**src/hw/rtl/mlqs_pkg.sv**
```systemverilog
// ----------------------------------------------------------------------------
// mlqs_pkg: shared types and constants of the multilevel queue scheduler
// Operation, state and status codes, the task record and the command and
// status groups between the controller and the datapath.
// ----------------------------------------------------------------------------
package mlqs_pkg;

	localparam int DEF_NUM_ENTRIES = 64;
	localparam int NUM_LEVELS      = 3;
	localparam int CFG_COUNT       = 4;

	localparam logic [2:0] OP_TICK      = 3'd0;
	localparam logic [2:0] OP_SCHEDULE  = 3'd1;
	localparam logic [2:0] OP_SET_STATE = 3'd2;
	localparam logic [2:0] OP_SET_BURST = 3'd3;
	localparam logic [2:0] OP_SET_QUEUE = 3'd4;

	localparam logic [2:0] LS_UNUSED   = 3'd0;
	localparam logic [2:0] LS_EMBRYO   = 3'd1;
	localparam logic [2:0] LS_RUNNABLE = 3'd3;
	localparam logic [2:0] LS_RUNNING  = 3'd4;
	localparam logic [2:0] LS_MAX      = 3'd5;

	localparam logic [1:0] STAT_OK        = 2'd0;
	localparam logic [1:0] STAT_NOT_FOUND = 2'd1;
	localparam logic [1:0] STAT_BAD_ARG   = 2'd2;
	localparam logic [1:0] STAT_IN_QUEUE  = 2'd3;

	localparam logic [1:0] CFG_BASE_SLICE = 2'd0;
	localparam logic [1:0] CFG_W_RR       = 2'd1;
	localparam logic [1:0] CFG_W_SF       = 2'd2;
	localparam logic [1:0] CFG_W_FC       = 2'd3;

	localparam logic [1:0] LVL_RR    = 2'd0;
	localparam logic [1:0] LVL_SF    = 2'd1;
	localparam logic [1:0] LVL_FC    = 2'd2;
	localparam logic [1:0] LVL_NEVER = 2'd3;

	localparam logic [9:0]  AGE_LIMIT    = 10'd800;
	localparam logic [9:0]  WAIT_MAX     = 10'd1023;
	localparam logic [2:0]  STREAK_LIMIT = 3'd5;
	localparam logic [2:0]  STREAK_MAX   = 3'd7;
	localparam logic [31:0] LCG_MUL      = 32'd1103515243;
	localparam logic [31:0] LCG_INC      = 32'd12345;
	localparam logic [12:0] RECIP_100    = 13'd5243;
	localparam logic [6:0]  MOD_BASE     = 7'd100;
	localparam logic [6:0]  CONF_INIT    = 7'd50;
	localparam logic [15:0] BURST_INIT   = 16'd2;

	typedef struct packed {
		logic [2:0]  life;
		logic [15:0] tag;
		logic [1:0]  level;
		logic [9:0]  waitc;
		logic [6:0]  conf;
		logic [15:0] burst;
		logic [2:0]  streak;
		logic [31:0] arrival;
	} rec_t;

	localparam rec_t REC_RESET = '{life: LS_UNUSED, tag: 16'd0, level: LVL_RR,
		waitc: 10'd0, conf: CONF_INIT, burst: BURST_INIT, streak: 3'd0,
		arrival: 32'd0};

	localparam logic [4:0] ACT_NONE      = 5'd0;
	localparam logic [4:0] ACT_TICK      = 5'd1;
	localparam logic [4:0] ACT_BAD       = 5'd2;
	localparam logic [4:0] ACT_NOT_FOUND = 5'd3;
	localparam logic [4:0] ACT_AGE       = 5'd4;
	localparam logic [4:0] ACT_YIELD     = 5'd5;
	localparam logic [4:0] ACT_LEVEL     = 5'd6;
	localparam logic [4:0] ACT_CLEAR     = 5'd7;
	localparam logic [4:0] ACT_STICKY0   = 5'd8;
	localparam logic [4:0] ACT_RR        = 5'd9;
	localparam logic [4:0] ACT_STICKY    = 5'd10;
	localparam logic [4:0] ACT_MINKEY    = 5'd11;
	localparam logic [4:0] ACT_MINARR    = 5'd12;
	localparam logic [4:0] ACT_USE_PREV  = 5'd13;
	localparam logic [4:0] ACT_LOT_A     = 5'd14;
	localparam logic [4:0] ACT_LOT_B     = 5'd15;
	localparam logic [4:0] ACT_NEXT_CAND = 5'd16;
	localparam logic [4:0] ACT_MISS      = 5'd17;
	localparam logic [4:0] ACT_GRANT     = 5'd18;
	localparam logic [4:0] ACT_SET_STATE = 5'd19;
	localparam logic [4:0] ACT_FIND      = 5'd20;
	localparam logic [4:0] ACT_SET_BURST = 5'd21;
	localparam logic [4:0] ACT_SET_QUEUE = 5'd22;

	localparam logic [2:0] AS_SCAN  = 3'd0;
	localparam logic [2:0] AS_RR    = 3'd1;
	localparam logic [2:0] AS_RUN   = 3'd2;
	localparam logic [2:0] AS_INPUT = 3'd3;
	localparam logic [2:0] AS_BEST  = 3'd4;

	typedef struct packed {
		logic [4:0] act;
		logic       rd;
		logic [2:0] asel;
		logic       emit;
		logic       load;
	} cmd_t;

	typedef struct packed {
		logic       hit;
		logic       found;
		logic       prev_valid;
		logic       win;
		logic       run_valid;
		logic       last_valid;
		logic       last_level;
		logic       bad_set;
		logic       tag_zero;
		logic [1:0] level;
	} stat_t;

endpackage

```
**src/hw/rtl/mlqs_ctrl.sv**
```systemverilog
// ----------------------------------------------------------------------------
// mlqs_ctrl: scheduler sequencer
// Walks the task table for each operation and drives the datapath commands;
// owns the request and response handshakes.
// ----------------------------------------------------------------------------
module mlqs_ctrl #(
	parameter int NUM_ENTRIES = mlqs_pkg::DEF_NUM_ENTRIES
) (
	input  logic                           clk,
	input  logic                           arst_n,
	input  logic                           in_valid,
	output logic                           in_ready,
	input  logic [2:0]                     in_op,
	output logic                           out_valid,
	input  logic                           out_ready,
	input  mlqs_pkg::stat_t                stat,
	output mlqs_pkg::cmd_t                 cmd,
	output logic [$clog2(NUM_ENTRIES)-1:0] scan_idx
);
	import mlqs_pkg::*;

	localparam int IW = $clog2(NUM_ENTRIES);

	localparam logic [4:0] S_IDLE    = 5'd0;
	localparam logic [4:0] S_DISP    = 5'd1;
	localparam logic [4:0] S_AGE_RD  = 5'd2;
	localparam logic [4:0] S_AGE_EV  = 5'd3;
	localparam logic [4:0] S_Y_RD    = 5'd4;
	localparam logic [4:0] S_Y_EV    = 5'd5;
	localparam logic [4:0] S_LVL     = 5'd6;
	localparam logic [4:0] S_LVL2    = 5'd7;
	localparam logic [4:0] S_ST0_RD  = 5'd8;
	localparam logic [4:0] S_ST0_EV  = 5'd9;
	localparam logic [4:0] S_RR_RD   = 5'd10;
	localparam logic [4:0] S_RR_EV   = 5'd11;
	localparam logic [4:0] S_STK_RD  = 5'd12;
	localparam logic [4:0] S_STK_EV  = 5'd13;
	localparam logic [4:0] S_MK_RD   = 5'd14;
	localparam logic [4:0] S_MK_EV   = 5'd15;
	localparam logic [4:0] S_MK_END  = 5'd16;
	localparam logic [4:0] S_LOT_A   = 5'd17;
	localparam logic [4:0] S_LOT_B   = 5'd18;
	localparam logic [4:0] S_LOT_C   = 5'd19;
	localparam logic [4:0] S_MA_RD   = 5'd20;
	localparam logic [4:0] S_MA_EV   = 5'd21;
	localparam logic [4:0] S_MISS    = 5'd22;
	localparam logic [4:0] S_G_RD    = 5'd23;
	localparam logic [4:0] S_G_EV    = 5'd24;
	localparam logic [4:0] S_SS_RD   = 5'd25;
	localparam logic [4:0] S_SS_EV   = 5'd26;
	localparam logic [4:0] S_FIND_RD = 5'd27;
	localparam logic [4:0] S_FIND_EV = 5'd28;
	localparam logic [4:0] S_NF      = 5'd29;
	localparam logic [4:0] S_UP_RD   = 5'd30;
	localparam logic [4:0] S_UP_EV   = 5'd31;

	logic [4:0]    state_q, state_d;
	logic [IW-1:0] idx_q, idx_d;
	logic [2:0]    op_q;
	logic          fin_q, fin_d;
	logic          out_valid_q;
	logic          last_idx;

	assign last_idx = idx_q == IW'(NUM_ENTRIES - 1);
	assign scan_idx = idx_q;
	assign in_ready = (state_q == S_IDLE) && !fin_q;
	assign out_valid = out_valid_q;

	always_comb begin
		cmd     = '0;
		state_d = state_q;
		idx_d   = idx_q;
		fin_d   = fin_q;
		if (fin_q) begin
			// The result leaves once the output register is free.
			if (!out_valid_q || out_ready) begin
				cmd.emit = 1'b1;
				fin_d    = 1'b0;
			end
		end else begin
			case (state_q)
				S_IDLE: begin
					if (in_valid) begin
						cmd.load = 1'b1;
						state_d  = S_DISP;
					end
				end
				S_DISP: begin
					idx_d = '0;
					case (op_q)
						OP_TICK: begin
							cmd.act = ACT_TICK;
							state_d = S_AGE_RD;
						end
						OP_SCHEDULE: begin
							if (stat.run_valid) begin
								cmd.act = ACT_BAD;
								fin_d   = 1'b1;
								state_d = S_IDLE;
							end else begin
								state_d = S_LVL;
							end
						end
						OP_SET_STATE: begin
							if (stat.bad_set) begin
								cmd.act = ACT_BAD;
								fin_d   = 1'b1;
								state_d = S_IDLE;
							end else begin
								state_d = S_SS_RD;
							end
						end
						OP_SET_BURST: state_d = S_FIND_RD;
						OP_SET_QUEUE: begin
							if (stat.tag_zero) begin
								cmd.act = ACT_BAD;
								fin_d   = 1'b1;
								state_d = S_IDLE;
							end else begin
								state_d = S_FIND_RD;
							end
						end
						default: begin
							cmd.act = ACT_BAD;
							fin_d   = 1'b1;
							state_d = S_IDLE;
						end
					endcase
				end
				S_AGE_RD: begin
					cmd.rd   = 1'b1;
					cmd.asel = AS_SCAN;
					state_d  = S_AGE_EV;
				end
				S_AGE_EV: begin
					cmd.act = ACT_AGE;
					if (last_idx) begin
						if (stat.run_valid) begin
							state_d = S_Y_RD;
						end else begin
							fin_d   = 1'b1;
							state_d = S_IDLE;
						end
					end else begin
						idx_d   = idx_q + 1'b1;
						state_d = S_AGE_RD;
					end
				end
				S_Y_RD: begin
					cmd.rd   = 1'b1;
					cmd.asel = AS_RUN;
					state_d  = S_Y_EV;
				end
				S_Y_EV: begin
					cmd.act = ACT_YIELD;
					fin_d   = 1'b1;
					state_d = S_IDLE;
				end
				S_LVL: begin
					cmd.act = ACT_LEVEL;
					state_d = S_LVL2;
				end
				S_LVL2: begin
					cmd.act = ACT_CLEAR;
					idx_d   = '0;
					if (stat.level == LVL_RR) begin
						state_d = stat.last_valid ? S_ST0_RD : S_RR_RD;
					end else if (stat.last_valid) begin
						state_d = S_STK_RD;
					end else begin
						state_d = (stat.level == LVL_SF) ? S_MK_RD : S_MA_RD;
					end
				end
				S_ST0_RD: begin
					cmd.rd   = 1'b1;
					cmd.asel = AS_SCAN;
					state_d  = S_ST0_EV;
				end
				S_ST0_EV: begin
					cmd.act = ACT_STICKY0;
					if (stat.hit) begin
						state_d = S_G_RD;
					end else if (last_idx) begin
						idx_d   = '0;
						state_d = S_RR_RD;
					end else begin
						idx_d   = idx_q + 1'b1;
						state_d = S_ST0_RD;
					end
				end
				S_RR_RD: begin
					cmd.rd   = 1'b1;
					cmd.asel = AS_RR;
					state_d  = S_RR_EV;
				end
				S_RR_EV: begin
					cmd.act = ACT_RR;
					if (stat.hit) begin
						state_d = S_G_RD;
					end else if (last_idx) begin
						state_d = S_MISS;
					end else begin
						idx_d   = idx_q + 1'b1;
						state_d = S_RR_RD;
					end
				end
				S_STK_RD: begin
					cmd.rd   = 1'b1;
					cmd.asel = AS_SCAN;
					state_d  = S_STK_EV;
				end
				S_STK_EV: begin
					cmd.act = ACT_STICKY;
					if (stat.hit) begin
						state_d = S_G_RD;
					end else if (last_idx) begin
						idx_d   = '0;
						state_d = (stat.level == LVL_SF) ? S_MK_RD : S_MA_RD;
					end else begin
						idx_d   = idx_q + 1'b1;
						state_d = S_STK_RD;
					end
				end
				S_MK_RD: begin
					cmd.rd   = 1'b1;
					cmd.asel = AS_SCAN;
					state_d  = S_MK_EV;
				end
				S_MK_EV: begin
					cmd.act = ACT_MINKEY;
					if (last_idx) begin
						state_d = S_MK_END;
					end else begin
						idx_d   = idx_q + 1'b1;
						state_d = S_MK_RD;
					end
				end
				S_MK_END: begin
					// A candidate found goes to the lottery; out of candidates, the last one drawn takes the slot.
					if (stat.found) begin
						state_d = S_LOT_A;
					end else if (stat.prev_valid) begin
						cmd.act = ACT_USE_PREV;
						state_d = S_G_RD;
					end else begin
						state_d = S_MISS;
					end
				end
				S_LOT_A: begin
					cmd.act = ACT_LOT_A;
					state_d = S_LOT_B;
				end
				S_LOT_B: begin
					cmd.act = ACT_LOT_B;
					state_d = S_LOT_C;
				end
				S_LOT_C: begin
					if (stat.win) begin
						state_d = S_G_RD;
					end else begin
						cmd.act = ACT_NEXT_CAND;
						idx_d   = '0;
						state_d = S_MK_RD;
					end
				end
				S_MA_RD: begin
					cmd.rd   = 1'b1;
					cmd.asel = AS_SCAN;
					state_d  = S_MA_EV;
				end
				S_MA_EV: begin
					cmd.act = ACT_MINARR;
					if (last_idx) begin
						state_d = stat.found ? S_G_RD : S_MISS;
					end else begin
						idx_d   = idx_q + 1'b1;
						state_d = S_MA_RD;
					end
				end
				S_MISS: begin
					cmd.act = ACT_MISS;
					if (stat.last_level) begin
						fin_d   = 1'b1;
						state_d = S_IDLE;
					end else begin
						state_d = S_LVL;
					end
				end
				S_G_RD: begin
					cmd.rd   = 1'b1;
					cmd.asel = AS_BEST;
					state_d  = S_G_EV;
				end
				S_G_EV: begin
					cmd.act = ACT_GRANT;
					fin_d   = 1'b1;
					state_d = S_IDLE;
				end
				S_SS_RD: begin
					cmd.rd   = 1'b1;
					cmd.asel = AS_INPUT;
					state_d  = S_SS_EV;
				end
				S_SS_EV: begin
					cmd.act = ACT_SET_STATE;
					fin_d   = 1'b1;
					state_d = S_IDLE;
				end
				S_FIND_RD: begin
					cmd.rd   = 1'b1;
					cmd.asel = AS_SCAN;
					state_d  = S_FIND_EV;
				end
				S_FIND_EV: begin
					cmd.act = ACT_FIND;
					if (stat.hit) begin
						state_d = S_UP_RD;
					end else if (last_idx) begin
						state_d = S_NF;
					end else begin
						idx_d   = idx_q + 1'b1;
						state_d = S_FIND_RD;
					end
				end
				S_NF: begin
					cmd.act = ACT_NOT_FOUND;
					fin_d   = 1'b1;
					state_d = S_IDLE;
				end
				S_UP_RD: begin
					cmd.rd   = 1'b1;
					cmd.asel = AS_BEST;
					state_d  = S_UP_EV;
				end
				S_UP_EV: begin
					cmd.act = (op_q == OP_SET_BURST) ? ACT_SET_BURST : ACT_SET_QUEUE;
					fin_d   = 1'b1;
					state_d = S_IDLE;
				end
				default: state_d = S_IDLE;
			endcase
		end
	end

	always_ff @(posedge clk or negedge arst_n) begin
		if (!arst_n) begin
			state_q     <= S_IDLE;
			idx_q       <= '0;
			op_q        <= OP_TICK;
			fin_q       <= 1'b0;
			out_valid_q <= 1'b0;
		end else begin
			state_q <= state_d;
			idx_q   <= idx_d;
			fin_q   <= fin_d;
			if (cmd.load) begin
				op_q <= in_op;
			end
			if (cmd.emit) begin
				out_valid_q <= 1'b1;
			end else if (out_ready) begin
				out_valid_q <= 1'b0;
			end
		end
	end
endmodule

```
**config.mk**
```make
export PLATFORM = sky130hd
export DESIGN_NAME = mlqs_ctrl
export DESIGN_NICKNAME = d
export VERILOG_FILES = /design/src/hw/rtl/mlqs_pkg.sv /design/src/hw/rtl/mlqs_ctrl.sv
export SDC_FILE = /design/constraint.sdc
export NUM_CORES = 1
export LEC_CHECK = 0
export BUFFER_PORTS_ARGS = -buffer_cell sky130_fd_sc_hd__buf_2
export CAP_MARGIN = 20
export CORE_MARGIN = 3
export CORE_UTILIZATION = 40
export CTS_CLUSTER_SIZE = 28
export DETAILED_ROUTE_END_ITERATION = 8
export PLACE_DENSITY = 0.7
export SYNTH_ARGS = -nofsm -noshare
export SYNTH_HDL_FRONTEND = slang
export SYNTH_SLANG_ARGS = --single-unit
```
**constraint.sdc**
```tcl
create_clock -name clk -period 1.99 [get_ports clk]
set_clock_uncertainty 0.2 [all_clocks]
set_input_delay 0.0995 -clock clk [delete_from_list [all_inputs] [get_ports clk]]
set_output_delay 0.0995 -clock clk [all_outputs]
set_load 0.005 [all_outputs]
```
==> run summary, run 1 <==
row count: 24
Initial DRC Count: 459
drt pass-1 iters: 5
via count: 3361
# DRC: 0
Synth Area in Compound Gates: 0.3867
Power Total: 6.542 mW
hold slack: 0.08850 ns
GPL Wtd Cong: 1.042
mux cell area share after synthesis: 0.02174
max-slew violation count: 0
number of storage elements in the synthesis netlist: 16
most common cell after layout, fill and taps aside: buf_4
num ports: 37
Worst Hold Class: input port to asynchronous set/reset pin
Main synth FF type: dfrtp_1
asr flop ratio synth: 1.000
yosys warns: 0
crit path time final: 2.377 ns
core box area: 0.004474 sq mm
Pwr Density: 1809 mW/mm^2
most frequent cells in the layout: buf_4 (93), buf_2 (34), buf_6 (31)
Worst setup SP type: register
Final Hold Vio Count: 0
Wirelength per Cell: 23.29 um
vias in the first global route: 2897
arrival time worst endpoint: 2.08 ns
relative slew slack: 0.5321
xor and xnor fraction of the mapped netlist area: 0
CTS tree: yes
number of library cell types mapped by synthesis: 57
setup violators final: 23
CP endpoint kind: output port
area of the multi-input gates: 0.001724 sq mm
die width: 74.91 um
Nets: 446
MaxCap Viol Count: 0
failing checks: setup timing
root buffer cell: clkbuf_8
Worst-path clk slew: 0.08 ns
TritonCTS buffer count: 3
Leak Pwr: 1.608 nW
post-synthesis net count: 296
antenna violations before repair: 0
Setup CP Type: register to output port
PnR worst setup slack: -0.3871 ns
Adder-Cell Fraction of Synth Area: 0.006588
total global-route track usage: 0.3336
Clk Latency, worst-skew pair: 0.27 ns
Syn-to-layout area delta: 90.45%
# fillers: 244
final antenna-violating net count: 0
largest family of logic cells by synthesized area: compound AO/OA/AOI/OAI gates
worst-margin pin slew: 0.6997 ns
layout cells sized above 1: 0.5634
CTS max path bufs: 2
CP Max Fanout: 6
die area: 0.005611 sq mm
Synth Area per Inst: 6.857 sq um
outcome: finished, violations left
Die H: 74.91 um
Post-Synthesis Cells: 277
EDFF count, synth: 0
f_max: 0.4207 GHz
required time worst endpoint: 1.69 ns
Diodes inserted: 0
unrepaired setup endpoints after global routing: yes
GRT overflow: 0
Final period util: 1.195
H-tree Lvls: 1
first-pass GRT wire length: 14.35 mm
clock sinks: 16
IO Port Bufs: 36
post-synthesis simple-gate area fraction: 0.3050
synthesized area: 0.001899 sq mm
vias per cell: 7.031
pin count of the biggest net entering global routing: 17
final wirelength: 11.13 mm
post-synthesis sequential area ratio: 0.2108
sequential cell area: 405.4 sq um
initial core utilization: 0.4245
maximum vdd drop: 0.0009757 V
hpwl dp: 5.639 mm
==> critical path, cell delays in order (launching register included) <==
cell,delay (ns)
dfrtp_2,0.51
buf_6,0.17
and2_1,0.17
buf_4,0.14
nand2_1,0.05
o211ai_1,0.10
o311ai_1,0.14
buf_4,0.16
a31oi_1,0.22
buf_2,0.16
==> worst paths after layout <==
path / endpoint / depth (start not counted) / slack [ns] / startpoint
min reg2reg: out_valid / 2 / 0.33 / out_valid
min: state_q[4] / 2 / 0.09 / arst_n
min in group clk: state_q[0] / 3 / 0.12 / stat[9]
max reg2reg: scan_idx[2] / 10 / -0.33 / state_q[3]
max in group asynchronous: state_q[3] / 2 / 1.18 / arst_n
max: cmd[8] / 9 / -0.39 / state_q[2]
==> cell usage after synthesis (2+ instances only) <==
master	n	area, sq um
nand2_1	37	138.9
a21oi_1	23	115.1
o21ai_0	22	110.1
nor2_1	19	71.32
dfrtp_1	16	400.4
nor3_1	14	70.07
clkbuf_1	12	45.04
nand3_1	12	60.06
inv_1	10	37.54
nand2b_1	8	50.05
a31oi_1	6	37.54
buf_2	6	30.03
nor4_1	6	37.54
o211ai_1	6	45.04
a21o_1	5	37.54
o22ai_1	5	31.28
o31ai_1	5	37.54
a41oi_1	4	35.03
and3_1	4	25.02
a211oi_1	3	22.52
mux2i_1	3	30.03
nor2b_1	3	18.77
o21bai_1	3	22.52
o32ai_1	3	26.28
a21boi_0	2	15.01
a221oi_1	2	17.52
a22oi_1	2	15.01
a32o_1	2	20.02
a32oi_1	2	17.52
and2_1	2	12.51
and2b_1	2	15.01
buf_1	2	7.510
or3_1	2	12.51
==> logic make-up after synthesis <==
family / Yosys count
and+or+nand+nor: 117
AOI/OAI and AO/OA: 107
buffers and inverters: 32
DFF: 16
muxes: 4
adders and majority gates: 1
==> layout make-up <==
cell class,instances,share of cell area
clock buffers,4,0.01522
multi-input cells,229,0.4767
flip-flops and latches,16,0.1121
well taps,52,0.01799
inverters,11,0.01660
repair buffers,166,0.3615
==> sequential cells by signal, indices dropped and copies added, names as in the netlist <==
name / cells
scan_idx: 6
state_q: 5
op_q: 3
fin_q: 1
out_valid: 1
==> where the power goes <==
part | switching (mW) | internal [mW]
Combinational | 2.88 | 2.64
Sequential | 0.245 | 0.451
Clock | 0.146 | 0.177
Total | 3.27 | 3.27
==> routing by layer <==
| layer | track usage | wire length [um] | vias to the layer above |
|---|---|---|---|
| met3 | 0.04139 | 1194 | 127 |
| met1 | 0.4355 | 3947 | 1553 |
| met5 | 0 | 0 | - |
| li1 | - | - | 1337 |
| met4 | 0.1719 | 1026 | 0 |
| met2 | 0.5387 | 4965 | 344 |
==> what timing repair did <==
item                                    4_1_cts  5_1_grt
endpoints found under the setup margin       24       24
endpoints found under the hold margin        21        0
pin swaps                                    21       25
cloned                                        0        0
hold buffers                                  7        0
resized for setup                            73       59
buffers inserted                             32       17
==> per-stage QoR <==
stage	TNS (ns)	area, sq um	std cells	setup slack (ns)	utilization
final	-4.916	3617	478	-0.3871	0.8084
after global placement	-3.275	2654	422	-0.2720	0.5931
after CTS	-2.373	3264	465	-0.2994	0.7296
after global routing	-5.796	3617	478	-0.3811	0.8084
after floorplan	-0.05868	1921	277	-0.03771	-
after detailed placement	-3.717	2654	422	-0.2988	0.5931
No activity file was read; power rests on OpenSTA's default activity.
==> run 2: changes to the inputs <==
Settings changed: MAX_ROUTING_LAYER set to met4, PLACE_DENSITY 0.7 to 0.68.
Clock period 1.99 ns to 2.7 ns, I/O delays scaled along.
==> run summary, run 2 (synthesized netlist as in run 1, its figures left out) <==
Top Metal Used: met4
final wirelength: 6.686 mm (-40%)
Reg power frac: 0.199 (+0.093)
met2 WL: 3.064 mm (-38%)
Max stage delay cell, worst path: dfrtp_2
layout cells sized above 1: 0.2136 (-0.3498)
Setup Slack @ Placement: 0.2494 ns (+0.5482 ns)
initial core utilization: 0.4245 (unchanged)
power share of the combinational group: 0.722 (-0.122)
vias in the first global route: 2204 (-24%)
CTS tree: yes
CP endpoint kind: output port
f_max: 0.3958 GHz
PnR worst setup slack: 0.1736 ns (+0.5607 ns)
Wirelength per Cell: 17.83 um (-23%)
Initial DRC Count: 311 (-32%)
total global-route track usage: 0.2537 (-0.07990)
CP Max Fanout: 19 (+13)
outcome: completed
Power Total: 2.742 mW (-58%)
unrepaired setup endpoints after global routing: no
Syn-to-layout area delta: 22.99%
CTS max path bufs: 2 (unchanged)
worst path bufs/invs: 2 (-2)
arrival time worst endpoint: 2.19 ns (+0.11 ns)
setup violators final: 0 (-100%)
most common cell after layout, fill and taps aside: nand2_1
TritonCTS buffer count: 3 (unchanged)
Leak Pwr: 0.9967 nW (-38%)
crit-path max cell delay: 0.50 ns (about the same)
hold slack: 0.07630 ns (-0.01220 ns)
# fillers: 441 (+81%)
relative slew slack: 0.4423 (-0.08979)
Final period util: 0.9357
Sw Share: 0.5429 (+0.04253)
final antenna-violating net count: 0 (unchanged)
root buffer cell: clkbuf_8
vias per cell: 6.560 (-6.7%)
MaxCap Viol Count: 0 (unchanged)
Nets: 343 (-23%)
clock sinks: 16 (unchanged)
Met1 Wirelength: 2.820 mm (-29%)
Post-DP Area: 0.002175 sq mm (-18%)
# DRC: 0 (unchanged)
crit path time final: 2.526 ns
num ports: 37 (unchanged)
maximum vdd drop: 0.0005973 V (-39%)
Setup CP Type: register to output port
Worst Hold Class: input port to register
critical-path cell list: buf_4 > nand2b_1 > or2_1 > nor3_1 > o21bai_1 > a41oi_1 > buf_2
Final Cell Area: 0.002336 sq mm (-35%)
CP delay by family, top: simple AND/OR/NAND/NOR gates
H-tree Lvls: 1 (unchanged)
drt pass-1 iters: 5 (unchanged)
Worst setup SP type: register
die area: 0.005611 sq mm (unchanged)
routed wire length on met3: 622 um (-48%)
max reg flops: 6 (unchanged)
die width: 74.91 um (unchanged)
Clk Latency, worst-skew pair: 0.25 ns (-0.02 ns)
Pwr Density: 1174 mW/mm^2 (-35%)
required time worst endpoint: 2.37 ns (+0.68 ns)
Diodes inserted: 0 (unchanged)
fin util: 0.5221 (-0.2864)
pin count of the biggest net entering global routing: 20 (+3)
hpwl dp: 4.929 mm (-13%)
post-route insts no fill: 375 (-22%)
via count: 2460 (-27%)
Int Power: 1.254 mW (-62%)
max-slew violation count: 0 (unchanged)
GRT overflow: 0 (unchanged)
Final Hold Vio Count: 0 (unchanged)
clock share of power: 0.079 (+0.030)
core box area: 0.004474 sq mm (unchanged)
antenna violations before repair: 0 (unchanged)
Die H: 74.91 um (unchanged)
IO Port Bufs: 36 (unchanged)
Worst-path clk slew: 0.06 ns (-0.02 ns)
most frequent cells in the layout: nand2_1 (37), buf_2 (36), a21oi_1 (23)
worst-margin pin slew: 0.8340 ns (+0.1343 ns)
Post-Place Cells: 360 (-15%)
first-pass GRT wire length: 10.87 mm (-24%)
switching power total: 1.489 mW (-55%)
row count: 24 (unchanged)
Final TNS setup: 0 ns (+4.916 ns)
GPL Wtd Cong: 0.9735 (-6.6%)
-- run 2: cell types whose count changed in the layout (fill, tap and decap cells not counted), sizes merged --
cell,delta
inv,+1
clkinvlp,-1
dlygate4sd3,+1
buf,-104
-- run 2: final cells by class --
| class | instances | area [sq um] | share of cell area |
|---|---|---|---|
| Tap cell | 52 | 65.06 | 0.02785 |
| Timing Repair Buffer | 63 | 402.9 | 0.1725 |
| Clock buffer | 4 | 55.05 | 0.02357 |
| Inverter | 11 | 41.29 | 0.01768 |
| Multi-Input combinational cell | 229 | 1368 | 0.5854 |
| Sequential cell | 16 | 404.1 | 0.1730 |
-- run 2: path summary, 6_finish.rpt --
| kind | start | end | slack [ns] | depth (start not counted) |
|---|---|---|---|---|
| worst max-delay path | state_q[1] | cmd[6] | 0.17 | 7 |
| worst min register to register | out_valid | out_valid | 0.32 | 2 |
| worst min-delay path | in_valid | op_q[2] | 0.08 | 3 |
| worst max register to register | state_q[0] | op_q[0] | 0.24 | 7 |
| max in group asynchronous | arst_n | state_q[1] | 1.87 | 2 |
| min in group asynchronous | arst_n | state_q[3] | 0.14 | 2 |
-- run 2: metal layers --
layer  vias to the layer above  track usage
li1                       1141            -
met1                      1145       0.3478
met5                         -            -
met4                         0      0.09684
met3                        23      0.03605
met2                       151       0.3772
-- run 2: tightest hold or removal path: stages --
cell and delay [ns]:
buf_2 0.13, nand2_1 0.08, mux2_2 0.15
-- run 2: repair_timing --
action | in CTS | in global routing
buffers inserted | 0 | 3
pin swaps | 0 | 0
setup endpoints to repair | 1 | 1
hold buffers | 8 | 0
gates cloned | 0 | 0
endpoints found under the hold margin | 21 | 0
resized for setup | 1 | 2
-- run 2: power by group through the flow --
stage | Clock [mW] | Sequential (mW) | Combinational (mW)
3_3_place_gp | 0 | 0.556 | 1.85
6_report | 0.215 | 0.546 | 1.98
3_5_place_dp | 0 | 0.556 | 1.86
2_1_floorplan | 0 | 0.389 | 1.43
4_1_cts | 0.223 | 0.554 | 1.88
5_1_grt | 0.228 | 0.563 | 2.19
==> run 3: changes to the inputs <==
Settings changed: BUFFER_PORTS_ARGS -buffer_cell sky130_fd_sc_hd__buf_2 to not set, DONT_BUFFER_PORTS set to 1, PLACE_DENSITY 0.68 to 0.61.
==> run summary, run 3 (synthesized netlist as in run 1, its figures left out) <==
outcome: completed
GPL Wtd Cong: 0.9854 (+1.2%)
crit-path max cell delay: 0.54 ns (+0.04 ns)
die area: 0.005611 sq mm (unchanged)
area of the multi-input gates: 0.001368 sq mm (unchanged)
total global-route track usage: 0.2418 (-0.01189)
vias per cell: 6.636 (+1.2%)
Nets: 307 (-10%)
CP endpoint kind: register
f_max: 0.3940 GHz (-0.47%)
required time worst endpoint: 2.67 ns (+0.30 ns)
drt pass-1 iters: 5 (unchanged)
H-tree Lvls: 1 (unchanged)
R2R Setup Slk: 0.16 ns (-0.08 ns)
most common cell after layout, fill and taps aside: nand2_1
antenna violations before repair: 0 (unchanged)
max-slew violation count: 0 (unchanged)
Die H: 74.91 um (unchanged)
Register-to-Register Path Depth: 8 (+1)
maximum vdd drop: 0.0005862 V (-1.8%)
clock sinks: 16 (unchanged)
final antenna-violating net count: 0 (unchanged)
Final period util: 0.9401 (+0.004400)
WHS Endpoint: state_q[0]
CTS tree: yes
Clk Latency, worst-skew pair: 0.25 ns (about the same)
MaxCap Viol Count: 0 (unchanged)
die width: 74.91 um (unchanged)
final wirelength: 6.344 mm (-5.1%)
Min-Delay Path Depth: 4 (+1)
arrival time worst endpoint: 2.51 ns (+0.32 ns)
core box area: 0.004474 sq mm (unchanged)
setup violators final: 0 (unchanged)
first-pass GRT wire length: 10.40 mm (-4.3%)
vias in the first global route: 2122 (-3.7%)
Worst-path clk slew: 0.07 ns (about the same)
Power Total: 2.601 mW (-5.1%)
num ports: 37 (unchanged)
max reg flops: 6 (unchanged)
CTS max path bufs: 2 (unchanged)
critical-path cell list: buf_4 > inv_1 > nand2_1 > nor3_2 > buf_4 > nand3_1 > dlygate4sd3_1 > o21ai_0
unrepaired setup endpoints after global routing: no
Worst Hold Class: input port to register
initial core utilization: 0.4245 (unchanged)
worst-margin pin slew: 0.7616 ns (-0.07233 ns)
worst flop-to-flop path startpoint: state_q[1]
Initial DRC Count: 328 (+5.5%)
Max stage delay cell, worst path: dlygate4sd3_1
Diodes inserted: 0 (unchanged)
pin count of the biggest net entering global routing: 20 (unchanged)
Final Hold Vio Count: 0 (unchanged)
Worst setup SP type: register
sequential cell area: 402.9 sq um (-0.31%)
root buffer cell: clkbuf_8
layout cells sized above 1: 0.1084 (-0.1052)
# fillers: 455 (+3.2%)
# DRC: 0 (unchanged)
row count: 24 (unchanged)
CP dominant cell by count: buf_4
hpwl dp: 4.748 mm (-3.7%)
Leak Pwr: 0.8251 nW (-17%)
relative slew slack: 0.4907 (+0.04837)
most frequent cells in the layout: nand2_1 (37), a21oi_1 (23), o21ai_0 (22)
setup bufs post-CTS: 0 (unchanged)
Pwr Density: 1215 mW/mm^2 (+3.5%)
crit path time final: 2.538 ns (+0.01188 ns)
IO Port Bufs: 0 (-100%)
via count: 2243 (-8.8%)
Crit Reg-Reg Endpoint: op_q[0]
Final TNS setup: 0 ns (unchanged)
TritonCTS buffer count: 3 (unchanged)
GRT overflow: 0 (unchanged)
Wirelength per Cell: 18.77 um (+5.3%)
Syn-to-layout area delta: 12.71%
Setup CP Type: register to register
hold path startpoint: stat[10]
CP Max Fanout: 18 (-1)
run 3: cell types whose count changed in the layout (fill, tap and decap cells not counted), sizes merged:
cell    before  now
clkbuf       4    3
buf         55   19
run 3: final cells by class:
class,instances,share of cell area
Multi-Input combinational cell,229,0.6388
Tap cell,52,0.03039
Clock buffer,3,0.01929
Sequential cell,16,0.1882
Timing Repair Buffer,27,0.1040
Inverter,11,0.01929
run 3: worst max path at each step:
stage / to / slack (ns) / depth (start not counted) / from
after floorplan: state_q[1] / 0.62 / 6 / scan_idx[0]
after global placement: state_q[1] / 0.40 / 7 / state_q[1]
after detailed placement: state_q[1] / 0.42 / 7 / state_q[1]
after CTS: cmd[6] / 0.15 / 6 / state_q[2]
after global routing: op_q[0] / 0.0008 / 8 / state_q[1]
final: op_q[0] / 0.16 / 8 / state_q[1]
run 3: timing repair:
action | CTS | global route
hold endpoints to repair | 22 | 0
setup endpoints to repair | 0 | 1
gates resized for setup | 0 | 2
hold buffers | 8 | 0
run 3: per-layer routing:
metal  track usage  vias to the layer above  part of all wire
li1              -                     1067                 -
met1        0.3450                     1017              0.43
met2        0.3501                      144              0.45
met3       0.04005                       15              0.10
met4       0.06917                        0             0.019
met5             -                        -                 0
run 3: critical path, delay by kind of cell (launching register included):
kind / cells / cell delay [ns]
buffers and inverters: 4 / 1.17
AND/OR/NAND/NOR: 3 / 0.51
flip-flops: 1 / 0.50
AO/OA/AOI/OAI: 1 / 0.07
run 3: metrics by stage:
| stage | instances | cell area, sq um | hold WS (ns) | setup WS (ns) | util |
|---|---|---|---|---|---|
| 2_1_floorplan | 277 | 1899 | -0.3606 | 0.6238 | - |
| 3_3_place_gp | 327 | 2017 | -0.3601 | 0.4005 | 0.4508 |
| 3_5_place_dp | 327 | 2017 | -0.3602 | 0.4196 | 0.4508 |
| 4_1_cts | 338 | 2138 | 0.01802 | 0.1466 | 0.4779 |
| 5_1_grt | 338 | 2141 | 0.06093 | 0.0008458 | 0.4785 |
| 6_report | 338 | 2141 | 0.01015 | 0.1617 | 0.4785 |
run 3: report_power, final:
part	internal [mW]	leakage (nW)	total [mW]	switching [mW]
combinational	0.732	0.604	1.90	1.17
clock	0.0988	0.0216	0.180	0.0812
sequential	0.329	0.200	0.523	0.194
total	1.16	0.825	2.60	1.44
